[config.mk]
export PLATFORM = sky130hd
export DESIGN_NAME = integer_to_ascii_digits
export DESIGN_NICKNAME = d
export VERILOG_FILES = /design/src/rtl/i2a_pkg.sv /design/src/rtl/integer_to_ascii_digits.sv /design/src/rtl/i2a_front.sv /design/src/rtl/i2a_queue.sv /design/src/rtl/i2a_back.sv
export SDC_FILE = /design/constraint.sdc
export NUM_CORES = 1
export LEC_CHECK = 0
export BUFFER_PORTS_ARGS = -buffer_cell sky130_fd_sc_hd__buf_2
export CAP_MARGIN = 10
export CORE_ASPECT_RATIO = 1.4
export CORE_MARGIN = 2
export CORE_UTILIZATION = 35
export CTS_BUF_LIST = sky130_fd_sc_hd__clkbuf_16
export CTS_CLUSTER_SIZE = 20
export DETAILED_ROUTE_END_ITERATION = 7
export HOLD_SLACK_MARGIN = 0.05
export PLACE_DENSITY = 0.5
export SLEW_MARGIN = 5
export SYNTH_ARGS = -nofsm -noshare
export SYNTH_HDL_FRONTEND = slang
export SYNTH_SLANG_ARGS = --single-unit
[constraint.sdc]
create_clock -name clk_i -period 3.9 [get_ports clk_i]
set_input_delay 0.585 -clock clk_i [delete_from_list [all_inputs] [get_ports clk_i]]
set_output_delay 0.585 -clock clk_i [all_outputs]
set_load 0.1 [all_outputs]
[src/rtl/i2a_pkg.sv]
// ----------------------------------------------------------------------------
// i2a_pkg: shared types and constants for the integer to ASCII converter
// Word width, digit counts, radix and register codes, the queued word format.
// ----------------------------------------------------------------------------
package i2a_pkg;

  localparam int ValueWidth = 32;

  // Decimal digits needed for the largest unsigned word: floor(W*log10(2))+1.
  localparam int BcdDigits  = (ValueWidth * 30103) / 100000 + 1;
  localparam int BcdW       = 4 * BcdDigits;
  localparam int OctDigits  = (ValueWidth + 2) / 3;
  localparam int HexDigits  = (ValueWidth + 3) / 4;
  // The BCD image is the widest left-aligned digit image over the whole range.
  localparam int WorkW      = BcdW;
  localparam int CntW       = $clog2(ValueWidth + 1);
  localparam int CfgDataW   = 2;

  localparam logic [6:0] CharMinus = 7'h2D;
  localparam logic [6:0] CharZero  = 7'h30;
  localparam logic [6:0] CharLowA  = 7'h61;
  localparam logic [6:0] CharUpA   = 7'h41;

  typedef enum logic [1:0] {
    BaseBin = 2'd0,
    BaseOct = 2'd1,
    BaseDec = 2'd2,
    BaseHex = 2'd3
  } base_e;

  typedef enum logic [1:0] {
    CfgBaseSelect    = 2'd0,
    CfgSignedDecimal = 2'd1,
    CfgUpperCase     = 2'd2
  } cfg_idx_e;

  typedef struct packed {
    base_e                  base;
    logic                   negative;
    logic                   upper;
    logic [ValueWidth-1:0]  mag;
  } i2a_item_t;

  typedef struct packed {
    logic empty;
    logic full;
  } i2a_q_stat_t;

  function automatic logic [6:0] digit_char(logic [3:0] d, logic upper);
    logic [6:0] r;
    if (d < 4'd10) begin
      r = CharZero + 7'(d);
    end else begin
      r = (upper ? CharUpA : CharLowA) + 7'(d - 4'd10);
    end
    return r;
  endfunction

endpackage

[src/rtl/integer_to_ascii_digits.sv]
// ----------------------------------------------------------------------------
// integer_to_ascii_digits: binary word to ASCII digit stream
// Order: an accepted word passes the queue; the back then drives a '-' beat
//   first if negative, scans binary, octal or hex digits directly, and runs
//   double-dabble before scanning decimal. Digit positions: D = 32, 11, 8 for
//   binary, octal, hex, one scanned per cycle; 10 for decimal.
// Reset: decimal, unsigned, lower case; queue empty; no beat driven.
// ----------------------------------------------------------------------------
module integer_to_ascii_digits (
  input  logic                           clk_i,
  input  logic                           rst_ni,
  input  logic                           cfg_we_i,
  input  logic [1:0]                     cfg_idx_i,
  input  logic [i2a_pkg::CfgDataW-1:0]   cfg_data_i,
  input  logic                           start,
  output logic                           busy,
  input  logic [i2a_pkg::ValueWidth-1:0] value_i,
  output logic [6:0]                     character_o,
  output logic                           last_o,
  output logic                           strobe_o
);
  import i2a_pkg::*;

  // Front side: the queue decouples intake from digit generation, so a second
  // word is taken while the back is still printing the first.
  logic        push;
  logic        pop;
  logic        back_idle;
  i2a_item_t   front_item;
  i2a_item_t   q_item;
  i2a_q_stat_t q_stat;

  i2a_front u_front (
    .clk_i      (clk_i),
    .rst_ni     (rst_ni),
    .cfg_we_i   (cfg_we_i),
    .cfg_idx_i  (cfg_idx_i),
    .cfg_data_i (cfg_data_i),
    .start_i    (start),
    .value_i    (value_i),
    .q_full_i   (q_stat.full),
    .push_o     (push),
    .item_o     (front_item)
  );

  i2a_queue u_queue (
    .clk_i  (clk_i),
    .rst_ni (rst_ni),
    .push_i (push),
    .item_i (front_item),
    .pop_i  (pop),
    .item_o (q_item),
    .stat_o (q_stat)
  );

  // Back side: one beat per cycle at most, never held off by the receiver.
  i2a_back u_back (
    .clk_i       (clk_i),
    .rst_ni      (rst_ni),
    .item_i      (q_item),
    .q_stat_i    (q_stat),
    .pop_o       (pop),
    .idle_o      (back_idle),
    .character_o (character_o),
    .last_o      (last_o),
    .strobe_o    (strobe_o)
  );

  // Busy only while both queue slots hold words.
  assign busy = q_stat.full;

`ifndef SYNTHESIS
  a_minus_not_last: assert property (@(posedge clk_i) disable iff (!rst_ni)
    strobe_o && character_o == CharMinus |-> !last_o)
    else $error("minus sign marked as last beat");

  a_accept_lands: assert property (@(posedge clk_i) disable iff (!rst_ni)
    start && !busy |=> !q_stat.empty)
    else $error("accepted word missing from queue");

  a_no_spurious_beat: assert property (@(posedge clk_i) disable iff (!rst_ni)
    back_idle && q_stat.empty |=> !strobe_o)
    else $error("beat without a queued word");
`endif

endmodule

[src/rtl/i2a_front.sv]
// ----------------------------------------------------------------------------
// i2a_front: configuration registers and input classification
// Holds the radix and mode registers, takes words and pushes queue beats.
// ----------------------------------------------------------------------------
module i2a_front (
  input  logic                         clk_i,
  input  logic                         rst_ni,
  input  logic                         cfg_we_i,
  input  logic [1:0]                   cfg_idx_i,
  input  logic [i2a_pkg::CfgDataW-1:0] cfg_data_i,
  input  logic                         start_i,
  input  logic [i2a_pkg::ValueWidth-1:0] value_i,
  input  logic                         q_full_i,
  output logic                         push_o,
  output i2a_pkg::i2a_item_t           item_o
);
  import i2a_pkg::*;

  base_e base_q, base_d;
  logic  sgn_q, sgn_d;
  logic  upper_q, upper_d;
  logic  negative;

  always_comb begin
    base_d  = base_q;
    sgn_d   = sgn_q;
    upper_d = upper_q;
    if (cfg_we_i) begin
      unique case (cfg_idx_e'(cfg_idx_i))
        CfgBaseSelect:    base_d  = base_e'(cfg_data_i[1:0]);
        CfgSignedDecimal: sgn_d   = cfg_data_i[0];
        CfgUpperCase:     upper_d = cfg_data_i[0];
        default: ;
      endcase
    end
  end

  always_ff @(posedge clk_i or negedge rst_ni) begin
    if (!rst_ni) begin
      base_q  <= BaseDec;
      sgn_q   <= 1'b0;
      upper_q <= 1'b0;
    end else begin
      base_q  <= base_d;
      sgn_q   <= sgn_d;
      upper_q <= upper_d;
    end
  end

  // Negative only for signed decimal; the magnitude of the most negative word
  // still fits the unsigned width.
  assign negative        = (base_q == BaseDec) && sgn_q && value_i[ValueWidth-1];
  assign item_o.base     = base_q;
  assign item_o.negative = negative;
  assign item_o.upper    = upper_q;
  assign item_o.mag      = negative ? (~value_i + 1'b1) : value_i;
  assign push_o          = start_i && !q_full_i;

endmodule

[src/rtl/i2a_queue.sv]
// ----------------------------------------------------------------------------
// i2a_queue: two-entry queue between front and back
// Decouples word intake from digit generation.
// ----------------------------------------------------------------------------
module i2a_queue (
  input  logic                  clk_i,
  input  logic                  rst_ni,
  input  logic                  push_i,
  input  i2a_pkg::i2a_item_t    item_i,
  input  logic                  pop_i,
  output i2a_pkg::i2a_item_t    item_o,
  output i2a_pkg::i2a_q_stat_t  stat_o
);
  import i2a_pkg::*;

  i2a_item_t  mem_q [2];
  logic       wr_ptr_q, rd_ptr_q;
  logic [1:0] cnt_q;

  always_ff @(posedge clk_i or negedge rst_ni) begin
    if (!rst_ni) begin
      wr_ptr_q <= 1'b0;
      rd_ptr_q <= 1'b0;
      cnt_q    <= 2'd0;
    end else begin
      if (push_i) wr_ptr_q <= ~wr_ptr_q;
      if (pop_i)  rd_ptr_q <= ~rd_ptr_q;
      cnt_q <= cnt_q + 2'(push_i) - 2'(pop_i);
    end
  end

  always_ff @(posedge clk_i) begin
    if (push_i) mem_q[wr_ptr_q] <= item_i;
  end

  assign item_o       = mem_q[rd_ptr_q];
  assign stat_o.empty = (cnt_q == 2'd0);
  assign stat_o.full  = (cnt_q == 2'd2);

endmodule

[src/rtl/i2a_back.sv]
// ----------------------------------------------------------------------------
// i2a_back: digit generator
// Double-dabble for decimal, then a left-aligned digit scan, one digit a
// cycle, with leading zeros dropped.
// ----------------------------------------------------------------------------
module i2a_back (
  input  logic                 clk_i,
  input  logic                 rst_ni,
  input  i2a_pkg::i2a_item_t   item_i,
  input  i2a_pkg::i2a_q_stat_t q_stat_i,
  output logic                 pop_o,
  output logic                 idle_o,
  output logic [6:0]           character_o,
  output logic                 last_o,
  output logic                 strobe_o
);
  import i2a_pkg::*;

  typedef enum logic [1:0] {StIdle, StDabble, StEmit} state_e;

  state_e                state_q, state_d;
  logic [WorkW-1:0]      work_q, work_d;
  logic [ValueWidth-1:0] bin_q, bin_d;
  logic [BcdW-1:0]       bcd_q, bcd_d, bcd_adj, bcd_step;
  logic [CntW-1:0]       cnt_q, cnt_d;
  logic                  seen_q, seen_d;
  base_e                 base_q, base_d;
  logic                  upper_q, upper_d;
  logic                  strobe_q, strobe_d;
  logic                  last_q, last_d;
  logic [6:0]            char_q, char_d;
  logic [3:0]            digit;

  function automatic logic [BcdW-1:0] bcd_adjust(logic [BcdW-1:0] b);
    logic [BcdW-1:0] r;
    r = b;
    for (int i = 0; i < BcdDigits; i++) begin
      if (b[4*i +: 4] >= 4'd5) r[4*i +: 4] = b[4*i +: 4] + 4'd3;
    end
    return r;
  endfunction

  assign bcd_adj  = bcd_adjust(bcd_q);
  assign bcd_step = {bcd_adj[BcdW-2:0], bin_q[ValueWidth-1]};

  // Top digit of the left-aligned image.
  always_comb begin
    case (base_q)
      BaseBin: digit = {3'b000, work_q[WorkW-1]};
      BaseOct: digit = {1'b0, work_q[WorkW-1 -: 3]};
      BaseDec: digit = work_q[WorkW-1 -: 4];
      BaseHex: digit = work_q[WorkW-1 -: 4];
    endcase
  end

  always_comb begin
    state_d  = state_q;
    work_d   = work_q;
    bin_d    = bin_q;
    bcd_d    = bcd_q;
    cnt_d    = cnt_q;
    seen_d   = seen_q;
    base_d   = base_q;
    upper_d  = upper_q;
    strobe_d = 1'b0;
    last_d   = 1'b0;
    char_d   = char_q;
    pop_o    = 1'b0;
    unique case (state_q)
      StIdle: begin
        if (!q_stat_i.empty) begin
          pop_o   = 1'b1;
          base_d  = item_i.base;
          upper_d = item_i.upper;
          seen_d  = 1'b0;
          if (item_i.negative) begin
            strobe_d = 1'b1;
            char_d   = CharMinus;
          end
          case (item_i.base)
            BaseBin: begin
              work_d  = WorkW'(item_i.mag) << (WorkW - ValueWidth);
              cnt_d   = CntW'(ValueWidth);
              state_d = StEmit;
            end
            BaseOct: begin
              work_d  = WorkW'(item_i.mag) << (WorkW - 3 * OctDigits);
              cnt_d   = CntW'(OctDigits);
              state_d = StEmit;
            end
            BaseDec: begin
              bin_d   = item_i.mag;
              bcd_d   = '0;
              cnt_d   = CntW'(ValueWidth);
              state_d = StDabble;
            end
            BaseHex: begin
              work_d  = WorkW'(item_i.mag) << (WorkW - 4 * HexDigits);
              cnt_d   = CntW'(HexDigits);
              state_d = StEmit;
            end
          endcase
        end
      end
      StDabble: begin
        bcd_d = bcd_step;
        bin_d = bin_q << 1;
        cnt_d = cnt_q - 1'b1;
        if (cnt_q == CntW'(1)) begin
          work_d  = WorkW'(bcd_step);
          cnt_d   = CntW'(BcdDigits);
          state_d = StEmit;
        end
      end
      StEmit: begin
        if (digit != 4'd0 || seen_q || cnt_q == CntW'(1)) begin
          strobe_d = 1'b1;
          char_d   = digit_char(digit, upper_q);
          last_d   = (cnt_q == CntW'(1));
          seen_d   = 1'b1;
        end
        case (base_q)
          BaseBin: work_d = work_q << 1;
          BaseOct: work_d = work_q << 3;
          BaseDec: work_d = work_q << 4;
          BaseHex: work_d = work_q << 4;
        endcase
        cnt_d = cnt_q - 1'b1;
        if (cnt_q == CntW'(1)) state_d = StIdle;
      end
      default: state_d = StIdle;
    endcase
  end

  always_ff @(posedge clk_i or negedge rst_ni) begin
    if (!rst_ni) begin
      state_q  <= StIdle;
      work_q   <= '0;
      bin_q    <= '0;
      bcd_q    <= '0;
      cnt_q    <= '0;
      seen_q   <= 1'b0;
      base_q   <= BaseDec;
      upper_q  <= 1'b0;
      strobe_q <= 1'b0;
      last_q   <= 1'b0;
      char_q   <= '0;
    end else begin
      state_q  <= state_d;
      work_q   <= work_d;
      bin_q    <= bin_d;
      bcd_q    <= bcd_d;
      cnt_q    <= cnt_d;
      seen_q   <= seen_d;
      base_q   <= base_d;
      upper_q  <= upper_d;
      strobe_q <= strobe_d;
      last_q   <= last_d;
      char_q   <= char_d;
    end
  end

  assign idle_o      = (state_q == StIdle);
  assign strobe_o    = strobe_q;
  assign last_o      = last_q;
  assign character_o = char_q;

endmodule
Yosys cells after proc, flatten, opt, wreduce, memory -nomap -nowiden
Memories as Yosys holds them, arrays and structs flattened.
Cells that the tools add are included.
{"block": "word_totals", "reg_bits": 141, "mem_bits_rw": 72, "input_bits": 40, "output_inout_bits": 10, "wordCells": 150, "mem_count": 1}
{"block": "op_classes", "add_sub_neg": 17, "n_lt_le_gt_ge": 11, "n_eq_ne": 20, "n_mux": 51, "bitwise": 4, "reduce_logical": 29}
{"name": "u_queue.mem_q", "depth": 2, "width": 36, "read_ports": 1, "rd_clocked_by_memory_dff": 0, "wr": 1, "line": "i2a_queue.sv:16", "rtl": "i2a_item_t mem_q [2];"}
{"operator": "one-hot mux 40 bit (3 select lines)", "count": 2}
{"operator": "two-way mux 40 bit", "count": 4}
{"operator": "one-hot mux 40 bit (2 select lines)", "count": 2}
{"operator": "two-way mux 32 bit", "count": 3}
{"operator": "one-hot mux 32 bit (2 select lines)", "count": 1}
{"operator": "greater-or-equal comparator 4 x 3 -> 1 bit, second input constant", "count": 10}
{"operator": "adder 4 x 2 -> 4 bit, second input constant", "count": 9}
{"operator": "two-way mux 4 bit", "count": 9}
{"operator": "one-hot mux 6 bit (3 select lines)", "count": 2}
{"operator": "adder 32 x 1 -> 32 bit, second input constant", "count": 1}
{"operator": "inverter 32 bit", "count": 1}
{"operator": "two-way mux 7 bit", "count": 4}
{"operator": "two-way mux 6 bit", "count": 3}
{"operator": "== test 2 bit, second input constant", "count": 8}
{"operator": "one-hot mux 7 bit (2 select lines)", "count": 1}
{"operator": "one-hot mux 4 bit (3 select lines)", "count": 1}
{"operator": "two-way mux 1 bit", "count": 11}
{"operator": "logical NOT 2 bit", "count": 5}
{"operator": "!= test 2 x 1 -> 1 bit, second input constant", "count": 5}
{"operator": "AND reduction 2 bit", "count": 5}
{"operator": "AND reduction 3 bit", "count": 3}
{"operator": "== test 2 x 1 -> 1 bit, second input constant", "count": 4}
{"operator": "AND reduction 4 bit", "count": 2}
{"operator": "adder 6 x 4 -> 7 bit, first input constant", "count": 1}
{"operator": "other kinds (24)", "count": 35}

Depth between registers and ports, before layout
Gate-level depths: netlist of run 1.
{"block": "depth", "word_depth": 8, "mapped_depth": 11, "ltp_nobuf": 9}

Cells and area by module
A second synthesis of run 1 with hierarchy kept.
{"block": "unflattened", "cells_unflattened": 1257, "area_unflattened_um2": 12680.9}
{"module": "i2a_back", "n_inst": 1, "cells_each": 1012, "area_per_inst_um2": 8759.7, "seq_area_each_um2": 3329.4}
{"module": "i2a_queue", "n_inst": 1, "cells_each": 127, "area_per_inst_um2": 2944.1, "seq_area_each_um2": 2262.2}
{"module": "i2a_front", "n_inst": 1, "cells_each": 118, "area_per_inst_um2": 977.2, "seq_area_each_um2": 101.3}

Worst setup path after synthesis of run 1
No wires, ideal clock.
{"block": "synth_timing", "kind": "register to register", "startpoint": "register u_queue.rd_ptr_q", "endpoint": "register u_back.work_q[25]", "t_arrival_ns": 2.716, "required_ns": 3.836, "slack_ns": 1.120, "stages_incl_launch_ff": 12, "period_less_slack_ns": 2.780, "path_cell_list": "dfrtp_1 -> buf_2 -> buf_2 -> mux2i_1 -> inv_1 -> ha_1 -> clkbuf_1 -> clkbuf_1 -> mux2i_1 -> nor2_1 -> a311oi_1 -> a21o_1"}
{"element": "start, declared", "line": "i2a_queue.sv:17", "rtl": "logic wr_ptr_q, rd_ptr_q;"}
{"element": "start signal, assigned", "line": "i2a_queue.sv:27", "rtl": "if (pop_i) rd_ptr_q <= ~rd_ptr_q;"}
{"element": "end signal, assigned", "line": "i2a_back.sv:150", "rtl": "work_q <= work_d;"}
{"element": "end, declared", "line": "i2a_back.sv:22", "rtl": "logic [WorkW-1:0] work_q, work_d;"}

Worst setup path after layout of run 1
{"block": "layout_timing", "startpoint": "register u_back.work_q[37]", "endpoint": "register u_back.char_q[6], in the netlist u_back.character_o[6]"}
{"block": "layout_between", "elab_chain_cells": 6, "word_cells_on_any_way": 13, "classes_between": "3 x add/sub; 1 x order compare; 1 x eq/ne; 4 x mux; 4 x reduce/logical"}
{"element": "one-hot mux 4 bit (3 select lines) *", "line": "i2a_back.sv:48", "rtl": "case (base_q)"}
{"element": "subtractor 4 x 4 -> 5 bit or nonzero test 4 bit (tied branches)", "line": "i2a_pkg.sv:54, i2a_back.sv:116"}
{"element": "adder 7 bit or logical OR 1 bit (tied branches)", "line": "i2a_pkg.sv:54, i2a_back.sv:116"}
{"element": "two-way mux 7 bit or logical OR 1 bit (tied branches)", "line": "i2a_pkg.sv:51, i2a_back.sv:116"}
{"element": "two-way mux 7 bit or != test 2 x 1 -> 1 bit (tied branches)"}
{"element": "one-hot mux 7 bit (2 select lines) or AND reduction 4 bit (tied branches)"}
{"element": "end signal, assigned", "line": "i2a_back.sv:159", "rtl": "char_q <= char_d;"}
{"element": "end, declared", "line": "i2a_back.sv:31", "rtl": "logic [6:0] char_q, char_d;"}
Mark *: on every way between the ends. The rest lies on a longest branch, timed or not. The select of a mux whose other input is x is not followed.
A chain may end at the register's enable or synchronous reset.

==> results by group, run 1 <==
Detailed routing
  • Vias per Instance: 5.16
  • Iter 0 DRT Violations: 505
  • DRC viols: 0
  • 1st-pass router iterations: 4
  • Drt wl/cell: 16.2 um
  • Final antenna-violating net count: 0
  • Routed WL: 28200 um
  • Via count: approximately 9000

Worst setup path
  • Data arrival, critical path: between 3 and 4 ns
  • Crit Path Max Fanout: 7
  • CP Capture Type: register
  • Slowest stage delay, CP: 0.45 ns
  • CP delay by family, top: multiplexers
  • Slowest cell on the critical path: dfrtp_1
  • CP bufs+invs: 0
  • Worst setup SP type: register
  • CP dominant cell by count: mux2_2
  • Critical Path RT: 4.30 ns
  • CP cell instances: mux2_2, mux2i_1, ha_1, nand2b_1, a221oi_1, nand2_1, o211ai_1, mux2_2
  • Kind of critical path: register to register

Synth
  • Synth Area in Adders: 3.74%
  • Syn_nets: 1335
  • Post-Synthesis Cells: 1259
  • EDFF count, synth: 72
  • Main synth FF type: dfrtp_1
  • Synth Warn #: 0
  • Synth unique cells: 59
  • FFs w/ async S/R, synth: 66.2%
  • Synth Area in XOR/XNOR: 3.12%
  • Register area share after synthesis: 47.2%
  • Simple-gate portion of the synthesized area: 14.0%
  • Complex-gate fraction of the synthesized area: 16.8%
  • Syn Area/Cell: between 9 and 10 sq um
  • Multiplexer area fraction after synthesis: 11.2%
  • Netlist Area Pre-Place: roughly 12000 sq um
  • Main combinational cell family by area after synthesis: compound AO/OA/AOI/OAI gates
  • Seq cells post-synth: 213

GRT
  • Initial antenna violation count: 0
  • Vias in the first global route: between 9000 and 10000
  • Gr ovfl total: 0
  • Largest net degree at the start of global routing: 83
  • Global-route wire length before repair: 46900 um
  • Tot GR Track Use: 15.8%

Clock tree
  • Clock latency on the worst-skew pair: 0.52 ns
  • CTS Buf Count: 22
  • CTS tree: built
  • Clock-pin slew on the worst setup and hold paths: about 0.07 ns
  • CTS resizes: 0
  • Post CTS Setup Buffer Count: 0
  • Clock tree buffer depth: 3
  • # hold bufs at CTS: 0
  • H-tree depth: 1
  • Clk root buf: clkbuf_16
  • Clock tree sinks: 213

Flow run
  • Max Cap Viol: 0

Hold path
  • Hold WC Path Type: primary input to async pin

Placement
  • Placer Congestion: 0.795
  • Port buffer count: 49
  • Placement Setup Slack: 1.24 ns
  • Detailed placement HPWL: 19200 um
  • Dpl cells: 1700
  • Cell Area, Placed: between 10000 and 15000 sq um

STA
  • Final Hold Viols: 0
  • Setup violators final: 0
  • Layout Skew: 0.00837 ns
  • Final hold slack: 0.122 ns
  • Fin crit share: 67.5%
  • Final Max Slew Viols: 0
  • Slew headroom: 28.2%
  • Max Clock Freq: around 0.38 GHz
  • Final critical-path required period: approximately 2.6 ns
  • Worst-Margin Slew: 1.07 ns
  • Final WS setup: 1.27 ns
  • Setup TNS Final: 0 ns
  • RSZ-0062 raised after global routing: false

Cells and area
  • Final design utilization: 40.0%
  • Leading cell type in the layout, fill and taps excluded: nand2_1
  • Antenna cells: 0
  • Layout cells sized above 1: 11.6%
  • Final Net Count: 1349
  • Area Growth Syn to Fin: 13.0%
  • Final Instance Area: roughly 14000 sq um
  • Non-Filler Instances: 1740
  • Most frequent cells in the layout: nand2_1 (201), dfrtp_1 (137), o21ai_0 (128)

Pwr
  • Pwr per Cell Area: ~860 nW/um^2
  • Worst VDD drop: around 550 uV
  • Overall power: roughly 12 mW
  • Leakage: 5.63 nW

Floorplanning
  • Row cnt: 80
  • Ports: 50
  • Die X-Extent: approximately 160 um
  • Core footprint: ~34000 sq um
  • Die ar.: 36000 sq um
  • Initial core utilization: 35.4%
  • Die height: about 220 um

Status
  • Status: complete, no violations
[synthesized netlist by cell type (12+ instances only)]
library cell / count / share of area [%]
a21o_1: 27 / 1.7
a21oi_1: 63 / 2.6
a311oi_1: 27 / 2.0
a31oi_1: 25 / 1.3
clkbuf_1: 63 / 2.0
dfrtp_1: 139 / 29
edfxtp_1: 72 / 18
ha_1: 36 / 3.7
inv_1: 45 / 1.4
mux2_2: 27 / 2.5
mux2i_1: 105 / 8.7
nand2_1: 201 / 6.3
nand2b_1: 29 / 1.5
nor2_1: 88 / 2.7
nor3_1: 12 / 0.50
o21ai_0: 128 / 5.3
o21ai_1: 15 / 0.62
xnor2_1: 26 / 1.9
xor2_1: 17 / 1.2
[final timing paths]
path | from | cells after the start | end | slack, ns
worst max-delay path | u_back.work_q[37]$_DFFE_PN0P_ | 8 | u_back.character_o[6]$_DFFE_PN0P_ | 1.27
min in group clk_i | cfg_data_i[1] | 2 | u_front.base_q[1]$_DFFE_PN1P_ | 0.30
worst min register to register | u_front.upper_q$_DFFE_PN0P_ | 0 | u_queue.mem_q[1][32]$_DFFE_PP_ | 0.48
worst min-delay path | rst_ni | 1 | u_back.bin_q[15]$_DFFE_PN0P_ | 0.12
worst max register to register | u_back.work_q[37]$_DFFE_PN0P_ | 8 | u_back.character_o[6]$_DFFE_PN0P_ | 1.27
max in group asynchronous | rst_ni | 2 | u_back.bcd_q[36]$_DFFE_PN0P_ | 3.01
[state kept, by name (all words and copies together) (netlist names)]
name                flops
u_back.last_o           1
u_back.cnt_q            6
u_back.bcd_q           40
u_front.upper_q         1
u_back.upper_q          1
u_queue.cnt_q           2
u_back.bin_q           32
u_back.work_q          40
u_back.seen_q           1
u_queue.wr_ptr_q        1
u_queue.mem_q          72
u_front.base_q          2
u_back.strobe_o         1
u_back.state_q          2
u_queue.rd_ptr_q        1
u_back.character_o      7
u_back.base_q           2
u_front.sgn_q           1
[power by group]
| part | total [mW] | internal (mW) | switching, mW |
|---|---|---|---|
| Clock | 2.44 | 1.53 | 0.906 |
| Sequential | 3.53 | 3.08 | 0.449 |
| Combinational | 5.75 | 2.15 | 3.60 |
| Total | 11.7 | 6.76 | 4.96 |
[kinds of logic (layout without fill, tap and decap cells)]
family | count (synthesis) | count (layout)
multiplexers | 132 | 132
AO/OA/AOI/OAI | 332 | 332
buffers and inverters | 122 | 152
AND/OR/NAND/NOR | 381 | 381
flip-flops | 213 | 213
adder cells (fa/ha/maj) | 36 | 36
XOR/XNOR | 43 | 43
[layer usage]
layer	part of all wire (%)	GRT usage, %	vias up
li1	-	-	4518
met1	45	20.4	4293
met4	2.1	4.58	0
met2	50	28.1	136
met5	0	0	-
met3	2.9	1.74	30
[cell type report]
cell class / count / area [sq um]
fill: 3456 / 20400
multi-input combinational: 924 / 5930
sequential: 213 / 5700
clock buffer: 23 / 576
tap: 451 / 564
timing repair buffer: 66 / 429
clock inverter: 17 / 259
inverter: 46 / 173
Note: power is estimated with default switching activity, not from simulation.
==> run 2, diff against run 1 <==
--- a/config.mk
+++ b/config.mk
@@ -5,6 +5,7 @@
 export SDC_FILE = /design/constraint.sdc
 export NUM_CORES = 1
 export LEC_CHECK = 0
+export ABC_AREA = 1
 export BUFFER_PORTS_ARGS = -buffer_cell sky130_fd_sc_hd__buf_2
 export CAP_MARGIN = 10
 export CORE_ASPECT_RATIO = 1.4
@@ -14,7 +15,7 @@
 export CTS_CLUSTER_SIZE = 20
 export DETAILED_ROUTE_END_ITERATION = 7
 export HOLD_SLACK_MARGIN = 0.05
-export PLACE_DENSITY = 0.5
+export PLACE_DENSITY = 0.52
 export SLEW_MARGIN = 5
 export SYNTH_ARGS = -nofsm -noshare
 export SYNTH_HDL_FRONTEND = slang
==> constraint.sdc (replaced) <==
create_clock -name clk_i -period 2.1 [get_ports clk_i]
set_input_delay 0.315 -clock clk_i [delete_from_list [all_inputs] [get_ports clk_i]]
set_output_delay 0.315 -clock clk_i [all_outputs]
set_load 0.1 [all_outputs]
==> run 2 against run 1 <==
  * Utilization is 0.96 points higher
  * Clock power is 66% higher
  * Flip-flop and latch count stayed put
  * Register-to-register slack worse by 1.1 ns
  * Largest power group unchanged
==> results by group, run 2 <==
Status
  • Status: complete, no violations

Pwr
  • Overall power: 22.4 mW
  • Reg power frac: 29.0%
  • Switching share of power: 45.7%
  • Clk pwr share: 18.1%
  • Pwr per Cell Area: ~1600 nW/um^2
  • Worst VDD drop: approximately 810 uV
  • Switching power: about 10 mW
  • Leakage: 6.32 nW
  • Comb pwr share: 52.9%
  • Internal power: approximately 12 mW

Cells and area
  • Multi-input logic area: roughly 5600 sq um
  • Largest Register: u_queue.mem_q
  • Antenna cells: 0
  • Leading cell type in the layout, fill and taps excluded: nand2_1
  • Area Growth Syn to Fin: 14.9%
  • Layout filler cell count: between 3000 and 4000
  • Area occupied by registers: between 5000 and 6000 sq um
  • Final Net Count: 1692
  • Largest regs: u_queue.mem_q: 72 flops, u_back.bcd_q: 40 flops, u_back.work_q: 40 flops
  • Most frequent cells in the layout: nand2_1 (402), nor2_1 (201), inv_1 (145)
  • Layout cells sized above 1: 11.0%
  • Largest register FFs: 72

Worst setup path
  • Capturing point of the worst reg2reg path: u_back.character_o[2]$_DFFE_PN0P_
  • CP dominant cell by count: nand2_1
  • Slowest stage delay, CP: 0.53 ns
  • R2r setup slk: 0.19 ns
  • CP cell instances: dlygate4sd3_1, buf_2, inv_1, ha_1, nand3_1, nor3_1, nand3_1, nand2_1, nand2_1, nand2_1, nand2_1
  • Crit Path Max Fanout: 4
  • Worst setup path end: u_queue.mem_q[0][28]$_DFFE_PP_
  • Worst reg2reg startpoint: u_back.base_q[1]$_DFFE_PN1P_
  • Slowest cell on the critical path: dlygate4sd3_1
  • Worst reg-to-reg path cell count: 11
  • Data arrival, critical path: around 2.2 ns
  • CP Capture Type: register
  • Worst setup path startpoint: value_i[0]
  • CP delay by family, top: simple AND/OR/NAND/NOR gates
  • Worst setup SP type: primary input
  • Critical Path RT: 2.37 ns
  • Kind of critical path: primary input to register
  • CP bufs+invs: 3
  • CP Depth: 11

Synth
  • Syn_nets: between 1500 and 2000
  • Most frequent cell after synthesis: nand2_1
  • Post-Synthesis Cells: 1558
  • Synth Area in XOR/XNOR: 2.73%
  • FFs w/ async S/R, synth: 66.2%
  • Register area share after synthesis: 46.6%
  • Synth top cells by count: nand2_1 (403), nor2_1 (205), o21ai_0 (149)
  • Multiplexer area fraction after synthesis: 0.420%
  • Seq cells post-synth: around 210
  • Simple-gate portion of the synthesized area: approximately a quarter
  • Yosys top cell by area: dfrtp_1
  • Netlist Area Pre-Place: roughly 12000 sq um
  • Complex-gate fraction of the synthesized area: 15.4%
  • Synth Warn #: 0
  • Synth unique cells: 46
  • Top cell type's share of synthesized area: approximately 28%
  • Main synth FF type: dfrtp_1
  • Syn Area/Cell: 7.84 sq um
  • Main combinational cell family by area after synthesis: simple AND/OR/NAND/NOR gates
  • EDFF count, synth: 72
  • Synth Area in Adders: 3.69%
  • Synth top area cells: dfrtp_1 (28%), edfxtp_1 (18%), nand2_1 (12%)

Detailed routing
  • Via count: roughly 10000
  • 1st-pass router iterations: 5
  • DRC viols: 0
  • Iter 0 DRT Violations: 583
  • Routed WL: 31900 um
  • Final antenna-violating net count: 0
  • Vias per Instance: 4.99
  • Drt wl/cell: 15.3 um

STA
  • Final Max Slew Viols: 0
  • Slew headroom: 55.3%
  • RSZ-0062 raised after global routing: false
  • Setup violators final: 0
  • Layout Skew: between 0.008 and 0.009 ns
  • Final hold slack: approximately 0.10 ns
  • Final critical-path required period: 1.94 ns
  • Worst-Margin Slew: 0.664 ns
  • Final Hold Viols: 0
  • Max Clock Freq: 0.515 GHz
  • Fin crit share: around 92%
  • Setup TNS Final: 0 ns

Floorplanning
  • Ports: 50
  • Die height: 225 um
  • Die X-Extent: around 160 um
  • Core footprint: 34200 sq um
  • Row cnt: 80
  • Initial core utilization: 35.7%
  • Die ar.: 36400 sq um

Clock tree
  • Clock tree buffer depth: 3
  • H-tree depth: 1
  • Clock latency on the worst-skew pair: around 0.53 ns
  • Clock-pin slew on the worst setup and hold paths: 0.06 ns
  • Clock tree sinks: between 200 and 250
  • CTS tree: built
  • CTS Buf Count: 23
  • Clk root buf: clkbuf_16

GRT
  • Gr ovfl total: 0
  • Largest net degree at the start of global routing: 55
  • Global-route wire length before repair: 53300 um
  • Tot GR Track Use: 17.9%
  • Initial antenna violation count: 0
  • Vias in the first global route: about 10000

Hold path
  • Hold WC Path Type: primary input to register
  • Worst hold path depth: 3

Placement
  • Port buffer count: between 40 and 50
  • Placer Congestion: 0.856
  • Detailed placement HPWL: 22700 um

Flow run
  • Max Cap Viol: 0
[run 2: cell types whose count changed in the layout (fill, tap and decap cells not counted), sizes merged, moves of 26 or more]
cell / previous run / this run
a21o: 27 / 0
a311oi: 27 / 0
buf: 66 / 102
inv: 49 / 156
mux2: 27 / 1
mux2i: 105 / 4
nand2: 201 / 410
nand2b: 29 / 0
nand3: 11 / 57
nor2: 89 / 210
o21ai: 143 / 200
[run 2: routing by layer]
layer,share of wire (%),global-route usage [%],vias to the layer above
met3,3.7,2.28,49
met4,2.8,6.39,0
li1,-,-,5239
met5,0,0,-
met1,43,21.5,4932
met2,51,32.8,181
[run 2: area by class of cell]
class / instances / area share [%]
multi-input cells: 1123 / 40.1
clock buffers: 23 / 4.10
well taps: 451 / 4.02
flip-flops and latches: 213 / 40.6
clock inverters: 19 / 1.19
inverters: 150 / 4.05
repair buffers: 105 / 5.94
[run 2: repair_timing]
action,CTS,global route
gates resized for setup,0,15
hold buffers,3,0
setup endpoints to repair,0,56
setup buffers,0,3
hold endpoints to repair,46,0
[run 2: power groups by stage]
stage / clock network, mW / registers (mW) / logic [mW]
5_1_grt: 4.35 / 6.63 / 13.4
3_5_place_dp: 0 / 6.55 / 11.7
4_1_cts: 4.18 / 6.48 / 11.8
6_report: 4.06 / 6.49 / 11.9
2_1_floorplan: 0 / 6.86 / 8.07
3_3_place_gp: 0 / 6.53 / 11.6
[run 2: how the worst min path moves through the flow]
stage | to | slack [ns] | start
2_1_floorplan | u_back.base_q[0]$_DFFE_PN0P_ | 0.02 | rst_ni
3_3_place_gp | u_back.bin_q[3]$_DFFE_PN0P_ | 0.24 | rst_ni
3_5_place_dp | u_back.bin_q[3]$_DFFE_PN0P_ | 0.24 | rst_ni
4_1_cts | u_front.base_q[0]$_DFFE_PN0P_ | 0.08 | cfg_data_i[0]
5_1_grt | u_front.upper_q$_DFFE_PN0P_ | 0.11 | cfg_data_i[0]
6_report | u_front.base_q[0]$_DFFE_PN0P_ | 0.10 | cfg_data_i[0]
[run 2: tightest hold or removal path: stages]
cell and delay, ns:
buf_2 0.10, inv_1 0.08, o21ai_0 0.09
[run 2: cell families (layout without fill, tap and decap cells)]
kind of cell | after synthesis | count (layout)
AND/OR/NAND/NOR | 704 | 704
XOR/XNOR | 38 | 38
adder cells (fa/ha/maj) | 36 | 36
flip-flops | 213 | 213
buffers and inverters | 222 | 297
multiplexers | 5 | 5
AO/OA/AOI/OAI | 340 | 340
[run 2: metrics by stage]
stage	cell area (sq um)	worst slack [ns]	std cells	utilization, %
final	14000	0.159	2084	41.0
after global routing	14000	0.000412	2084	41.0
after CTS	14000	0.0479	2081	40.8
after detailed placement	13200	0.0548	2036	38.5
after global placement	13200	0.0879	2036	38.5
after floorplan	12200	0.0122	1558	-
